$ cat src/hdl/dsp_pkg.sv
// shared types, widths and constants of the duration string parser
// no dependencies
package dsp_pkg;

  localparam int unsigned CHAR_W  = 8;
  localparam int unsigned SEC_W   = 64;
  localparam int unsigned SCALE_W = 25;
  localparam int unsigned HALF_W  = SEC_W / 2;
  localparam int unsigned LO_W    = HALF_W + SCALE_W;

  localparam logic OP_CHAR = 1'b0;
  localparam logic OP_END  = 1'b1;

  localparam logic [SCALE_W-1:0] SECS_SECOND = 25'd1;
  localparam logic [SCALE_W-1:0] SECS_MINUTE = 25'd60;
  localparam logic [SCALE_W-1:0] SECS_HOUR   = 25'd3600;
  localparam logic [SCALE_W-1:0] SECS_DAY    = 25'd86400;
  localparam logic [SCALE_W-1:0] SECS_WEEK   = 25'd604800;
  localparam logic [SCALE_W-1:0] SECS_YEAR   = 25'd31557600;
  localparam logic [SCALE_W-1:0] SECS_NONE   = 25'd0;

  localparam logic [CHAR_W-1:0] CHAR_ZERO = 8'h30;
  localparam logic [CHAR_W-1:0] CHAR_NINE = 8'h39;

  // one multiply-accumulate request from the scan stage
  typedef struct packed {
    logic               vld;
    logic               last;
    logic               bad;
    logic [SEC_W-1:0]   operand;
    logic [SCALE_W-1:0] scale;
  } mac_req_t;

  // seconds per unit letter, zero for anything else
  function automatic logic [SCALE_W-1:0] unit_scale(input logic [CHAR_W-1:0] c);
    logic [SCALE_W-1:0] s;
    case (c)
      8'h73, 8'h53: s = SECS_SECOND;
      8'h6d, 8'h4d: s = SECS_MINUTE;
      8'h68, 8'h48: s = SECS_HOUR;
      8'h64, 8'h44: s = SECS_DAY;
      8'h77, 8'h57: s = SECS_WEEK;
      8'h79, 8'h59: s = SECS_YEAR;
      default:      s = SECS_NONE;
    endcase
    return s;
  endfunction

endpackage

$ cat src/hdl/dsp_scan.sv
// input register, character decode and running decimal number
// depends on dsp_pkg
module dsp_scan (
  input  logic                       clk,
  input  logic                       rst,
  input  logic                       in_valid,
  output logic                       in_ready,
  input  logic                       op,
  input  logic [dsp_pkg::CHAR_W-1:0] char_code,
  output dsp_pkg::mac_req_t          req,
  input  logic                       req_ready
);

  logic                       s1_vld;
  logic                       s1_op;
  logic [dsp_pkg::CHAR_W-1:0] s1_char;
  logic [dsp_pkg::SEC_W-1:0]  pending;
  logic                       bad;

  logic                         is_digit;
  logic [dsp_pkg::SCALE_W-1:0]  scale;
  logic                         need_mac;
  logic                         s1_go;
  logic [dsp_pkg::SEC_W-1:0]    digit;
  logic [dsp_pkg::SEC_W-1:0]    pending_next;

  always_comb begin
    is_digit = (s1_char >= dsp_pkg::CHAR_ZERO) && (s1_char <= dsp_pkg::CHAR_NINE);
    scale    = dsp_pkg::unit_scale(s1_char);
    digit    = {{(dsp_pkg::SEC_W-dsp_pkg::CHAR_W){1'b0}}, s1_char - dsp_pkg::CHAR_ZERO};
    // number * 10 + digit as shift-adds
    pending_next = (pending << 3) + (pending << 1) + digit;
    need_mac = (s1_op == dsp_pkg::OP_END) || (!bad && !is_digit && (scale != dsp_pkg::SECS_NONE));
    s1_go    = s1_vld && (!need_mac || req_ready);
    in_ready = !s1_vld || s1_go;

    req.vld     = s1_vld && need_mac;
    req.last    = (s1_op == dsp_pkg::OP_END);
    req.bad     = bad;
    req.operand = pending;
    // end item pushes the trailing number through as plain seconds
    req.scale   = (s1_op == dsp_pkg::OP_END) ? dsp_pkg::SECS_SECOND : scale;
  end

  always_ff @(posedge clk) begin
    if (rst) begin
      s1_vld  <= 1'b0;
      pending <= '0;
      bad     <= 1'b0;
    end else begin
      if (s1_go) begin
        if (s1_op == dsp_pkg::OP_END) begin
          pending <= '0;
          bad     <= 1'b0;
        end else if (!bad) begin
          if (is_digit) begin
            pending <= pending_next;
          end else if (scale != dsp_pkg::SECS_NONE) begin
            pending <= '0;
          end else begin
            bad <= 1'b1;
          end
        end
      end
      if (in_ready) begin
        s1_vld <= in_valid;
      end
    end
  end

  always_ff @(posedge clk) begin
    if (in_ready && in_valid) begin
      s1_op   <= op;
      s1_char <= char_code;
    end
  end

endmodule

$ cat src/hdl/dsp_accum.sv
// split 64 by 25 bit product, running total and result register
// depends on dsp_pkg
module dsp_accum (
  input  logic                      clk,
  input  logic                      rst,
  input  dsp_pkg::mac_req_t         req,
  output logic                      req_ready,
  output logic                      out_valid,
  input  logic                      out_ready,
  output logic                      ok,
  output logic [dsp_pkg::SEC_W-1:0] seconds
);

  logic                        s2_vld;
  logic                        s2_last;
  logic                        s2_bad;
  logic [dsp_pkg::LO_W-1:0]    prod_lo;
  logic [dsp_pkg::HALF_W-1:0]  prod_hi;
  logic [dsp_pkg::SEC_W-1:0]   total;

  logic                        s2_go;
  logic                        load;
  logic [dsp_pkg::SEC_W-1:0]   sum;
  logic [dsp_pkg::LO_W-1:0]    lo_mul;
  logic [dsp_pkg::LO_W-1:0]    hi_mul;

  always_comb begin
    s2_go     = s2_vld && (!s2_last || !out_valid || out_ready);
    req_ready = !s2_vld || s2_go;
    load      = req.vld && req_ready;
    lo_mul    = req.operand[dsp_pkg::HALF_W-1:0] * req.scale;
    hi_mul    = req.operand[dsp_pkg::SEC_W-1:dsp_pkg::HALF_W] * req.scale;
    sum = total
        + {{(dsp_pkg::SEC_W-dsp_pkg::LO_W){1'b0}}, prod_lo}
        + {prod_hi, {dsp_pkg::HALF_W{1'b0}}};
  end

  always_ff @(posedge clk) begin
    if (rst) begin
      s2_vld    <= 1'b0;
      total     <= '0;
      out_valid <= 1'b0;
    end else begin
      if (load) begin
        s2_vld <= 1'b1;
      end else if (s2_go) begin
        s2_vld <= 1'b0;
      end
      if (out_valid && out_ready) begin
        out_valid <= 1'b0;
      end
      if (s2_go) begin
        if (s2_last) begin
          total     <= '0;
          out_valid <= 1'b1;
        end else begin
          total <= sum;
        end
      end
    end
  end

  always_ff @(posedge clk) begin
    if (load) begin
      s2_last <= req.last;
      s2_bad  <= req.bad;
      prod_lo <= lo_mul;
      // upper partial product only matters mod 2^64
      prod_hi <= hi_mul[dsp_pkg::HALF_W-1:0];
    end
    if (s2_go && s2_last) begin
      ok      <= !s2_bad;
      seconds <= s2_bad ? '0 : sum;
    end
  end

endmodule

$ cat src/hdl/duration_string_parser.sv
// duration string parser top level: scan stage and accumulate stage
// depends on dsp_pkg, dsp_scan, dsp_accum
//
// Takes one character of a duration text such as 1w2d3h4m5s per item, or an
// end item, and gives one result (ok, seconds) for each end item. An item is
// accepted in every cycle while results are taken; the per-character rate is
// set by the decimal number update in the scan stage. A result passes from
// the input register through the partial-product register to the result
// register, where the running total is added. The result register holds
// while out_ready is low, and the stages behind it keep accepting until they
// are full.
module duration_string_parser (
  input  logic                      clk,
  input  logic                      rst,
  input  logic                      in_valid,
  output logic                      in_ready,
  input  logic                      op,
  input  logic [dsp_pkg::CHAR_W-1:0] char_code,
  output logic                      out_valid,
  input  logic                      out_ready,
  output logic                      ok,
  output logic [dsp_pkg::SEC_W-1:0] seconds
);

  dsp_pkg::mac_req_t req;
  logic              req_ready;

  dsp_scan u_scan (
    .clk       (clk),
    .rst       (rst),
    .in_valid  (in_valid),
    .in_ready  (in_ready),
    .op        (op),
    .char_code (char_code),
    .req       (req),
    .req_ready (req_ready)
  );

  dsp_accum u_accum (
    .clk       (clk),
    .rst       (rst),
    .req       (req),
    .req_ready (req_ready),
    .out_valid (out_valid),
    .out_ready (out_ready),
    .ok        (ok),
    .seconds   (seconds)
  );

endmodule

$ cat config.mk
export PLATFORM = sky130hd
export DESIGN_NAME = duration_string_parser
export DESIGN_NICKNAME = d
export VERILOG_FILES = /design/src/hdl/dsp_pkg.sv /design/src/hdl/dsp_scan.sv /design/src/hdl/dsp_accum.sv /design/src/hdl/duration_string_parser.sv
export SDC_FILE = /design/constraint.sdc
export NUM_CORES = 2
export LEC_CHECK = 0
export ABC_AREA = 1
export BUFFER_PORTS_ARGS = -buffer_cell sky130_fd_sc_hd__buf_2
export CAP_MARGIN = 20
export CORE_MARGIN = 10
export CORE_UTILIZATION = 30
export DETAILED_ROUTE_END_ITERATION = 8
export SETUP_SLACK_MARGIN = 0.15
export SLEW_MARGIN = 40
export SYNTH_ARGS = -nofsm -noshare
export SYNTH_HDL_FRONTEND = slang
export SYNTH_SLANG_ARGS = --single-unit
$ cat constraint.sdc
create_clock -name clk -period 19.12 [get_ports clk]
set_input_delay 1.912 -clock clk [delete_from_list [all_inputs] [get_ports clk]]
set_output_delay 1.912 -clock clk [all_outputs]
set_load 0.02 [all_outputs]
== Yosys cells after proc, flatten, opt, wreduce, memory -nomap -nowiden ==
Cells that the tools add are included.

* Flip-flop bits (word level): 297

* Add/sub/neg operators: 5
* Multiply operators: 2
* $lt $le $gt $ge: 2
* Eq/ne operators: 13
* Muxes and demuxes: 16
* Reductions and logical operators: 34

{| class="wikitable"
|+ Operators by type and width
! operator !! number
|-
| two-way mux 64 bit || 5
|-
| one-hot mux 25 bit (6 select lines) || 1
|-
| adder 64 bit || 2
|-
| == test 8 x 7 -> 1 bit, second input constant || 12
|-
| adder 64 x 57 -> 64 bit || 1
|-
| adder 64 x 8 -> 64 bit || 1
|-
| multiplier 32 x 25 -> 57 bit || 1
|-
| multiplier 32 x 25 -> 32 bit || 1
|-
| two-way mux 25 bit || 1
|-
| nonzero test 25 bit || 1
|-
| OR reduction 2 bit || 6
|-
| logical AND 1 bit || 10
|-
| two-way mux 1 bit || 9
|-
| >= comparator 8 x 6 -> 1 bit, second input constant || 1
|-
| less-or-equal comparator 8 x 6 -> 1 bit, second input constant || 1
|-
| logical NOT 1 bit || 8
|-
| subtractor 8 x 6 -> 8 bit, second input constant || 1
|-
| logical OR 1 bit || 6
|-
| AND reduction 3 bit || 1
|-
| nonzero test 3 bit || 1
|-
| inequality test 2 x 1 -> 1 bit, second input constant || 1
|-
| nonzero test 2 bit || 1
|}

== Longest topological paths before layout ==
* Depth in word-level cells: 11
* Depth in mapped cells: 39
* Mapped depth without buffers: 38

== Hierarchy ==
A second synthesis with hierarchy kept.

* Cells, all modules: 8971
* Area, all modules: 65381.5 um2

{| class="wikitable"
|+ By module, submodules not included
! module !! instances !! cells an instance !! area each (um2) !! sequential area each (um2)
|-
| dsp_accum || 1 || 7440 || 56465.4 || 6005.8
|-
| dsp_scan || 1 || 1531 || 8916.1 || 1591.5
|}

== Least setup slack after synthesis ==
OpenSTA, ideal clock, no wires.

* Kind: flip-flop to flip-flop
* Start point: register u_scan.s1_char[5] (netlist bit)
* End point: register u_accum.prod_lo[56] (netlist bit) (data pin)
* Setup time: 253 ps
* Data arrival time: 7133 ps
* Required time: 18867 ps
* Path slack: 11735 ps
* Cell stages (with the launch flop): 35
* Path buffers: 2
* Period minus slack after synthesis: 7385 ps
* Path through: edfxtp_1 -> inv_1 -> ha_1 -> nor2_1 -> nor2_4 -> nand3_2 -> buf_4 -> clkbuf_1 -> nor2_1 -> nor2_1 -> fa_1 -> inv_1 -> fa_1 -> inv_1 -> fa_1 -> fa_1 -> inv_1 -> fa_1 -> fa_1 -> inv_1 -> fa_1 -> inv_1 -> ha_1 -> nand2_1 -> nor2_1 -> nand2_1 -> nor4_1 -> nand3_1 -> nand3_1 -> a21o_1 -> nand2_1 -> nand2_1 -> nand2_1 -> nand4_1 -> nand2_1

* Longest elaborated chain between the ends: 5

{| class="wikitable"
|+ RTL lines
! what !! RTL line !! text
|-
| start: declaration || dsp_scan.sv:16 || <nowiki>logic [dsp_pkg::CHAR_W-1:0] s1_char;</nowiki>
|-
| start signal: assignment || dsp_scan.sv:74 || <nowiki>s1_char <= char_code;</nowiki>
|-
| == test 8 x 7 -> 1 bit || dsp_pkg.sv:37 || <nowiki>case (c)</nowiki>
|-
| OR reduction 2 bit || dsp_pkg.sv:37 ||
|-
| one-hot mux 25 bit (6 select lines) (*) || dsp_pkg.sv:37 ||
|-
| two-way mux 25 bit (*) || dsp_scan.sv:42 || <nowiki>req.scale = (s1_op == dsp_pkg::OP_END) ? dsp_pkg::SECS_SECOND : scale;</nowiki>
|-
| multiplier 32 x 25 -> 57 bit (*) || dsp_accum.sv:31 || <nowiki>lo_mul = req.operand[dsp_pkg::HALF_W-1:0] * req.scale;</nowiki>
|-
| via u_accum.lo_mul (one bit) || dsp_accum.sv:24 || <nowiki>logic [dsp_pkg::LO_W-1:0] lo_mul;</nowiki>
|-
| end signal: assignment || dsp_accum.sv:67 || <nowiki>prod_lo <= lo_mul;</nowiki>
|-
| end: declaration || dsp_accum.sv:17 || <nowiki>logic [dsp_pkg::LO_W-1:0] prod_lo;</nowiki>
|}

The timed path passes the listed nets; every way through them passes the cells marked *.
A chain may end at the register's enable or synchronous reset.

== Final worst setup path ==
* Start point: register u_scan.s1_char[4] (netlist bit)
* End point: register u_accum.prod_lo[36] (netlist bit) (data pin)

The elaborated chain is that of the path after synthesis.

==> metrics.md <==
| Metric | Value |
|---|---|
| # H-tree levels | `2` |
| Setup crit end kind | `register` |
| Drt drc | `0` |
| # diodes | `0` |
| Max_slew headroom | `40.2%` |
| Initial antenna violation count | `3` |
| Internal power | `1.14 mW` |
| Post CTS Setup Buffer Count | `0` |
| Antenna Nets Post-Route | `0` |
| Clk_skew | `between 0.03 and 0.04 ns` |
| Sw Ratio | `between 20% and 30%` |
| Synth top area share | `33.4%` |
| Layout cells sized above 1 | `~3.6%` |
| Crit Path Max Fanout | `42` |
| Power Dens Cells | `26.5 nW/µm²` |
| Worst path most repeated cell | `fa_1` |
| Final Cycle Share | `47.8%` |
| Post-synth EDFFs | `165` |
| Hold Startpoint | `u_accum.total[3]` |
| Ys flop type | `edfxtp_1` |
| Kind of critical path | `register to register` |
| Clk pwr share | `46.2%` |
| CTS sink count | `about 300` |
| Number of global-route vias before repair | `47400` |
| Global Route Usage Sum | `18.0%` |
| Post-synth ARST share | `0%` |
| Status | `finished, final reports clean` |
| Reg2reg end | `u_accum.prod_lo[36]` |
| Input/output buffers | `79` |
| Final worst slack | `9.99 ns` |
| Endpoints failing hold | `0` |
| Distinct cells, synth | `55` |
| Total power | `1.59 mW` |
| Yosys warning count | `0` |
| Yosys reg bits | `approximately 300` |
| Slew Viols, Final | `0` |
| Reg2Reg Setup Slack | `around 10 ns` |
| Slew @ Worst Pin | `0.887 ns` |
| Clock slew at reported path FFs | `0.06 ns` |
| Static leakage | `29.7 nW` |
| Post-Syn Instances | `6838` |
| Main area contributors after synthesis | `fa_1 33%, ha_1 14%, inv_1 11%` |
| Fill cells | `19500` |
| Net Sw Power | `0.444 mW` |
| Seq pwr share | `43.8%` |
| Finished Core Util | `32.7%` |
| Core area | `183000 µm²` |
| Final Non-Filler Cells | `9347` |
| FMAX | `~110 MHz` |
| # setup viols final | `0` |
| CP startpoint kind | `register` |
| Die Y-Extent | `450 µm` |
| RSZ-0062 raised after global routing | `false` |
| Signal arrival time at the worst endpoint | `9.47 ns` |
| Nets | `8427` |
| Rows | `157` |
| CTS resizes | `0` |
| HPWL Detailed | `between 150 and 200 mm` |
| Largest net degree at the start of global routing | `85` |
| Cells after DPL | `just over 9000` |
| IR drop worst, VDD | `0.0525 mV` |
| Cts hold-fix bufs | `0` |
| IO Count | `80` |
| Initial Util | `30.2%` |
| Hold_ws | `roughly 0.47 ns` |
| Logic pwr share | `10.0%` |
| Area leader, netlist | `fa_1` |
| Syn avg cell area | `8.10 µm²` |
| Initial DRC count | `3354` |
| First-pass iteration count of the detailed router | `6` |
| Post-Place Cell Area | `roughly 60000 µm²` |
| Clock buffer count from CTS | `37` |
| Crit-path max cell delay | `0.62 ns` |
| Hold path cells | `2` |
| DIE WIDTH | `450 µm` |
| Wirelength, routed | `185 mm` |
| Routed vias/inst | `4.80` |
| WP data required | `19.46 ns` |
| Worst skew pair latency | `0.62 ns` |
| Wirelength per Cell | `roughly 20 µm` |
| Reg2reg path depth | `30` |
| CTS tree | `built` |
| Worst R2R Start | `u_scan.s1_char[4]` |
| GPL Wtd Cong | `0.974` |
| Tightest Hold Check Type | `register to register` |
| Synth Cell Area | `55400 µm²` |
| Hold endpoint | `u_accum.total[3]` |
| Seq/Total Area, Yosys | `13.7%` |
| Layout area overhead | `8.09%` |
| Clock root buffer | `clkbuf_16` |
| Pre-CTS setup slack | `10.20 ns` |
| Grt ovf | `0` |
| Cell area after layout | `about 60000 µm²` |
| Vias | `44900` |
| Max Buffers Root-to-Sink | `3` |
| Critical-path top delay cell | `nand3_2` |
| First-pass GRT wire length | `285 mm` |
| Total negative slack | `0 ns` |
| Syn_nets | `8411` |
| Die area | `202000 µm²` |
| Min Tclk post-route | `~9.1 ns` |
| Number of max-cap violations | `0` |
[layer usage]
layer,vias to the layer above,GRT usage [%],wire length (µm)
met5,-,0,0
met4,0,5.81,6980
met3,344,3.09,13800
met2,1608,29.4,83200
met1,22100,24.3,81400
li1,20900,-,-
[critical path, delay by kind of cell, from the launching register on]
kind / cells / cell delay [ns]
XOR/XNOR: 1 / 0.12
adder cells (fa/ha/maj): 9 / 4.08
buffers and inverters: 8 / 1.40
AO/OA/AOI/OAI: 7 / 1.57
AND/OR/NAND/NOR: 5 / 1.20
flip-flops: 1 / 0.44
[worst max-delay path by stage]
stage          slack, ns              start                  end  cells past startpoint
2_1_floorplan      11.73  u_scan.s1_char[5]  u_accum.prod_lo[56]                     34
3_3_place_gp       10.10  u_scan.s1_char[4]  u_accum.prod_lo[41]                     31
3_5_place_dp       10.20  u_scan.s1_char[4]  u_accum.prod_hi[30]                     32
4_1_cts            10.05  u_scan.s1_char[4]  u_accum.prod_hi[30]                     32
5_1_grt             9.61  u_scan.s1_char[4]  u_accum.prod_hi[30]                     32
6_report            9.99  u_scan.s1_char[4]  u_accum.prod_lo[36]                     30
[final cells by class]
class	instances	area, µm²	share of cell area, %
sequential	297	7600	12.7
tap	2464	3080	5.15
clock buffer	46	985	1.64
timing repair buffer	116	697	1.16
clock inverter	22	241	0.403
multi-input combinational	4706	40900	68.3
inverter	1696	6370	10.6
[flip-flops by register name, summed over array words and instances (netlist names)]
register           count
u_accum.ok             1
u_accum.out_valid      1
u_accum.prod_hi       32
u_accum.prod_lo       57
u_accum.s2_bad         1
u_accum.s2_last        1
u_accum.s2_vld         1
u_accum.seconds       64
u_accum.total         64
u_scan.bad             1
u_scan.pending        64
u_scan.s1_char         8
u_scan.s1_op           1
u_scan.s1_vld          1
[cell families after synthesis]
group	Yosys count	synth area share [%]
flip-flops	297	13.7
adder cells (fa/ha/maj)	1560	47.8
XOR/XNOR	137	2.17
buffers and inverters	1835	12.5
AND/OR/NAND/NOR	2306	16.7
AO/OA/AOI/OAI	703	7.15
[power by group through the flow]
stage | sequential, mW | clock [mW] | combinational [mW]
finish | 0.696 | 0.734 | 0.158
global route | 0.697 | 0.780 | 0.176
CTS | 0.696 | 0.758 | 0.157
detailed placement | 0.710 | 0 | 0.156
global placement | 0.710 | 0 | 0.155
floorplan | 0.708 | 0 | 0.102
[Yosys cell counts, types with 15 or more instances]
cell      count
nand2_1    1102
edfxtp_1    165
nand4_1      39
ha_1        636
buf_1        21
nor3_1       30
o21ai_0     177
clkinv_1     15
xor2_1       87
xnor2_1      50
clkbuf_1    104
a31oi_1      34
o22ai_1      50
a21oi_1     314
a21o_1       30
dfxtp_1     132
inv_1      1674
fa_1        924
o21bai_1     30
nand3_1     169
or2_2        23
nor2_1      890
[placed cells by master (no fill, tap or decap), types with 39 or more instances in the layout]
cell type and n:
buf_2 79, nand4_1 39, xor2_1 87, o22ai_1 50, nor2_1 881, o21ai_0 177
ha_1 636, a21oi_1 314, fa_1 924, xnor2_1 50, dfxtp_1 132, nand3_1 168
edfxtp_1 165, inv_1 1669, nand2_1 1102
No activity file was read; power rests on OpenSTA's default activity.
